<file path="src/rtl/core/sltsolve_pkg.sv">
// Types and constants shared by the sparse lower-triangular solver.
package sltsolve_pkg;
   localparam int DefMaxRows  = 4096;
   localparam int DefFracBits = 16;
   localparam int ColW        = 12;

   typedef struct packed {
      logic [ColW-1:0]    column;
      logic signed [31:0] entry_value;
      logic signed [31:0] rhs_value;
      logic               row_end;
      logic               first_of_system;
   } req_word_type;

   typedef struct packed {
      logic [ColW-1:0]    row_index;
      logic signed [31:0] solution;
      logic               divide_error;
      logic               overflow;
   } rsp_word_type;

   typedef struct packed {
      logic        start;
      logic [63:0] num_mag;
      logic [31:0] den_mag;
   } div_cmd_type;

   typedef struct packed {
      logic        done;
      logic [63:0] quot;
   } div_res_type;
endpackage

</file>
<file path="src/rtl/core/sltsolve_div.sv">
// Restoring divider, one quotient bit per cycle, 64 by 32 unsigned.
module sltsolve_div
   import sltsolve_pkg::*;
(
   input  logic        clock,
   input  logic        reset,
   input  div_cmd_type cmd,
   output div_res_type res
);
   logic [63:0] quot_ff, quot_in;
   logic [32:0] rem_ff, rem_in;
   logic [31:0] den_ff, den_in;
   logic [6:0]  cnt_ff, cnt_in;
   logic        busy_ff, busy_in, done_ff, done_in;
   logic [33:0] trial;

   always_comb begin
      quot_in = quot_ff; rem_in = rem_ff; den_in = den_ff;
      cnt_in = cnt_ff; busy_in = busy_ff; done_in = 1'b0;
      trial = {rem_ff, quot_ff[63]} - {2'b0, den_ff};
      if (cmd.start) begin
         quot_in = cmd.num_mag; rem_in = '0; den_in = cmd.den_mag;
         cnt_in = 7'd64; busy_in = 1'b1;
      end else if (busy_ff) begin
         if (!trial[33]) begin
            rem_in  = trial[32:0];
            quot_in = {quot_ff[62:0], 1'b1};
         end else begin
            rem_in  = {rem_ff[31:0], quot_ff[63]};
            quot_in = {quot_ff[62:0], 1'b0};
         end
         cnt_in = cnt_ff - 7'd1;
         if (cnt_ff == 7'd1) begin
            busy_in = 1'b0; done_in = 1'b1;
         end
      end
   end

   always_ff @(posedge clock) begin
      if (reset) begin
         busy_ff <= 1'b0; done_ff <= 1'b0; cnt_ff <= '0;
      end else begin
         busy_ff <= busy_in; done_ff <= done_in; cnt_ff <= cnt_in;
      end
      quot_ff <= quot_in; rem_ff <= rem_in; den_ff <= den_in;
   end

   assign res.done = done_ff;
   assign res.quot = quot_ff;
endmodule

</file>
<file path="config.mk">
export PLATFORM = sky130hd
export DESIGN_NAME = sltsolve_div
export DESIGN_NICKNAME = d
export VERILOG_FILES = /design/src/rtl/core/sltsolve_pkg.sv /design/src/rtl/core/sltsolve_div.sv
export SDC_FILE = /design/constraint.sdc
export NUM_CORES = 1
export LEC_CHECK = 0
export ABC_AREA = 0
export BUFFER_PORTS_ARGS = -buffer_cell sky130_fd_sc_hd__buf_2
export CAP_MARGIN = 20
export CORE_AREA = 2 2 146 134
export CTS_BUF_LIST = sky130_fd_sc_hd__clkbuf_16
export CTS_CLUSTER_DIAMETER = 150
export CTS_CLUSTER_SIZE = 8
export DETAILED_ROUTE_END_ITERATION = 8
export DIE_AREA = 0 0 148 136
export GPL_TIMING_DRIVEN = 0
export SLEW_MARGIN = 20
export SYNTH_ARGS = -nofsm -noshare
export SYNTH_HDL_FRONTEND = slang
export SYNTH_SLANG_ARGS = --single-unit
export TNS_END_PERCENT = 5
</file>
<file path="constraint.sdc">
create_clock -name clock -period 3.4 [get_ports clock]
set_input_delay 0.34 -clock clock [delete_from_list [all_inputs] [get_ports clock]]
set_output_delay 0.34 -clock clock [all_outputs]
set_load 0.1 [all_outputs]
</file>
==> key figures <==
Logic synthesis
  • Post-synth cell types: 59
  • Sequential area share after synthesis: 50.6%
  • #FFs+latches synth: 138
  • Syn_nets: 797
  • Main synth FF type: edfxtp_1
  • Synth Warn #: 0
  • Cell count after synthesis: 663
  • Post-synthesis async set-or-reset flop share: 0%
  • Synth Area per Inst: between 10 and 15 um^2
  • Post-synthesis cell area: 7350 um^2
  • Post-synth EDFFs: between 90 and 100

CTS
  • TritonCTS clock tree: yes
  • CTS clk-pin slew, worst paths: 0.06 ns
  • Clk Latency, worst-skew pair: around 0.43 ns
  • Root Driver: clkbuf_16
  • Clock sinks: 138
  • CTS Buffer Depth: 2
  • H-tree depth: 4
  • TritonCTS Buffers: 17
  • Hold-fix buffer count after cts: 0

Min path
  • Hold Crit Start: cmd[30]
  • WHS Path Cells: 1
  • HP Class: input port to register
  • Hold EP: den_ff[30]$_DFFE_PP_

Global route
  • Gr usage total: 19.1%
  • Largest net degree at the start of global routing: 60
  • First-pass GRT wire length: 29.8 mm
  • Initial antenna violation count: 3
  • Congestion Overflow GR: 0
  • Vias in the first global route: 5711

Timing
  • Fmax: 0.313 GHz
  • Hold Slack: 0.0820 ns
  • Final hold violation count: 0
  • Slew at the pin closest to its max-slew limit: 0.790 ns
  • Minimum clock period: between 3 and 4 ns
  • Relative slew slack: 47.3%
  • Setup Skew: 0.0109 ns
  • Final Max Tran Viols: 0
  • RSZ-0062 raised after global routing: yes
  • Period utilisation layout: a little over nine tenths
  • # setup viols final: 0

Floorplan
  • Die Y: 136 um
  • Die area: around 20000 um^2
  • I/O pin cnt: 164
  • Initial core utilization: approximately 39%
  • CORE AREA: 18700 um^2
  • Core Rows: 48
  • Die W: 148 um

Worst setup path
  • CP max stage delay: 0.42 ns
  • R2R cell count: 11
  • Critical path endpoint category: register
  • Critical path depth: 11
  • CP delay by family, top: simple AND/OR/NAND/NOR gates
  • CP Class: register to register
  • CP max stage cell: ha_1
  • Critical Path AT: 3.36 ns
  • Crit-path max FO: 10
  • Element type at the critical path start: register
  • CP required: 3.56 ns
  • R2R Path Start: rem_ff[4]$_SDFFE_PP0P_
  • Reg2Reg Capture Point: quot_ff[0]$_DFFE_PP_
  • Crit path cell chain: ha_1 -> and4_4 -> and2_4 -> or3_4 -> o21ai_2 -> a211oi_2 -> nor3_1 -> or2_1 -> buf_6 -> buf_2 -> o21ai_0
  • FF-to-FF setup slack: roughly 0.2 ns
  • Worst Path Buf+Inv: 2

Cells and area
  • Layout area overhead: 24.7%
  • Share of layout cells above drive strength 1: 32.6%
  • Register Area: about 3700 um^2
  • Footprint of the multi-input gates: about 3400 um^2
  • Final cell count without fillers: 1113
  • Post-route cell area: between 9000 and 10000 um^2
  • Filler instances: 1812
  • Nets: 982

Job
  • Total of max-cap violations: 0

Place
  • Gp weighted congestion: between 0.8 and 0.9
  • Final HPWL DP: between 10 and 15 mm
  • Area after DPL: 8510 um^2
  • PortBufs: 163
  • Post-Place Cells: ~1100

Power
  • Combinational power share: around 26%
  • Sw Share: 35.9%
  • Int Pwr: 3.36 mW
  • PwrDens: 572 nW/um^2
  • Peak supply drop: 322 uV
  • Leak: between 3 and 4 nW
  • Clock Power Share: 35.2%
  • NetSw: roughly 1.9 mW
  • Sequential share of power: 38.9%

Outcome
  • Status: complete, no violations

Routing
  • Final wirelength: 18.5 mm
  • Vias per cell: 5.02
  • DR vias: 5591
  • WL/cell: 16.6 um
  • Detailed-route DRC error count: 0
  • DR pass1 iterations: 5
  • DR iter-0 viols: between 300 and 400
  • Post-route ant nets: 0
==> Yosys cell counts, types with 7 or more instances <==
cell type  number  area (um^2)
edfxtp_1       96         2880
mux2_2         63          709
inv_1          46          173
dfxtp_1        42          841
nand2_1        41          154
nor2_1         40          150
o21ai_0        35          175
a21oi_1        34          170
ha_1           34          425
clkbuf_1       28          105
xnor2_1        19          166
a211oi_1       17          128
mux2i_1        16          160
nor3_1         16         80.1
a21o_1         12         90.1
nand3_1        12         60.1
xor2_1         12          105
nand2b_1        7         43.8
==> worst reg2reg max path, delay by kind of cell, from the launching register on <==
family | cells | cell delay (ns)
compound gates | 3 | 0.40
simple gates | 5 | 1.32
fa+ha+maj | 1 | 0.42
flops | 1 | 0.34
buf+inv | 2 | 0.44
==> flip-flops by register name, indices dropped and copies added, names as in the netlist <==
| name | count |
|---|---|
| busy_ff | 1 |
| den_ff | 32 |
| rem_ff | 33 |
| cnt_ff | 7 |
| done_ff | 1 |
| quot_ff | 64 |
==> per-layer routing <==
layer	vias to the layer above	global-route usage, %	wire length (um)
met4	2	6.19	229
li1	2829	-	-
met3	20	7.38	1380
met1	2592	24.4	8570
met5	-	0	16
met2	148	29.8	8270
==> layout make-up <==
| type | count | share of cell area [%] |
|---|---|---|
| inverters | 46 | 1.91 |
| diodes | 2 | 0.0546 |
| flip-flops and latches | 138 | 40.6 |
| clock inverters | 15 | 1.69 |
| multi-input cells | 444 | 36.7 |
| repair buffers | 166 | 9.36 |
| clock buffers | 17 | 4.64 |
| plain buffers | 35 | 1.64 |
| well taps | 250 | 3.41 |
==> kinds of logic (layout without fill, tap and decap cells) <==
group,Yosys count,count (layout),share of synthesized area [%]
buffers and inverters,81,279,4.36
AND/OR/NAND/NOR,146,146,9.51
adder cells (fa/ha/maj),35,35,6.06
XOR/XNOR,31,31,3.69
flip-flops,138,138,50.6
other,0,2,0
multiplexers,79,79,11.8
AO/OA/AOI/OAI,153,153,13.9
==> power groups by stage <==
stage	combinational (mW)	clock, mW	sequential [mW]
2_1_floorplan	0.487	0	2.65
3_3_place_gp	1.33	0	2.08
3_5_place_dp	1.34	0	2.07
4_1_cts	1.35	1.89	2.04
5_1_grt	1.45	1.95	2.06
6_report	1.36	1.85	2.04
==> worst max-delay path by stage <==
| stage | startpoint | end | slack, ns |
|---|---|---|---|
| 2_1_floorplan | quot_ff[63]$_DFFE_PP_ | rem_ff[18]$_SDFFE_PP0P_ | 0.06 |
| 3_3_place_gp | cmd[96] | quot_ff[34]$_DFFE_PP_ | -0.91 |
| 3_5_place_dp | den_ff[9]$_DFFE_PP_ | rem_ff[32]$_SDFFE_PP0P_ | -0.28 |
| 4_1_cts | rem_ff[4]$_SDFFE_PP0P_ | rem_ff[29]$_SDFFE_PP0P_ | 0.05 |
| 5_1_grt | quot_ff[63]$_DFFE_PP_ | rem_ff[18]$_SDFFE_PP0P_ | -0.02 |
| 6_report | rem_ff[4]$_SDFFE_PP0P_ | quot_ff[0]$_DFFE_PP_ | 0.20 |
==> repair_timing <==
item                       4_1_cts  5_1_grt
gates cloned                     0        0
setup endpoints to repair        2       17
setup buffers                    0        2
resized for setup                3        9
pin swaps                        0        1
==> layout by cell type (no fill, tap or decap), types with 7 or more instances in the layout <==
cell type and count:
a211oi_1 16, a21o_1 12, a21oi_1 34, buf_2 164
clkbuf_1 26, clkbuf_16 17, dfxtp_1 42, edfxtp_1 96
ha_1 34, inv_1 45, mux2_2 63, mux2i_1 16
nand2_1 41, nand2b_1 7, nand3_1 12, nor2_1 40
nor3_1 16, o21ai_0 35, xnor2_1 19, xor2_1 12
==> per-stage QoR <==
step / power (mW) / setup slack, ns / utilization, % / setup TNS, ns
6_report: 5.25 / 0.205 / 48.9 / 0
5_1_grt: 5.47 / -0.0193 / 48.9 / -0.0193
4_1_cts: 5.29 / 0.0498 / 48.6 / 0
3_5_place_dp: 3.42 / -0.280 / 45.4 / -0.381
3_3_place_gp: 3.41 / -0.912 / 45.3 / -58.29
2_1_floorplan: 3.13 / 0.0646 / - / 0
Power figures use the tool's default switching activity.
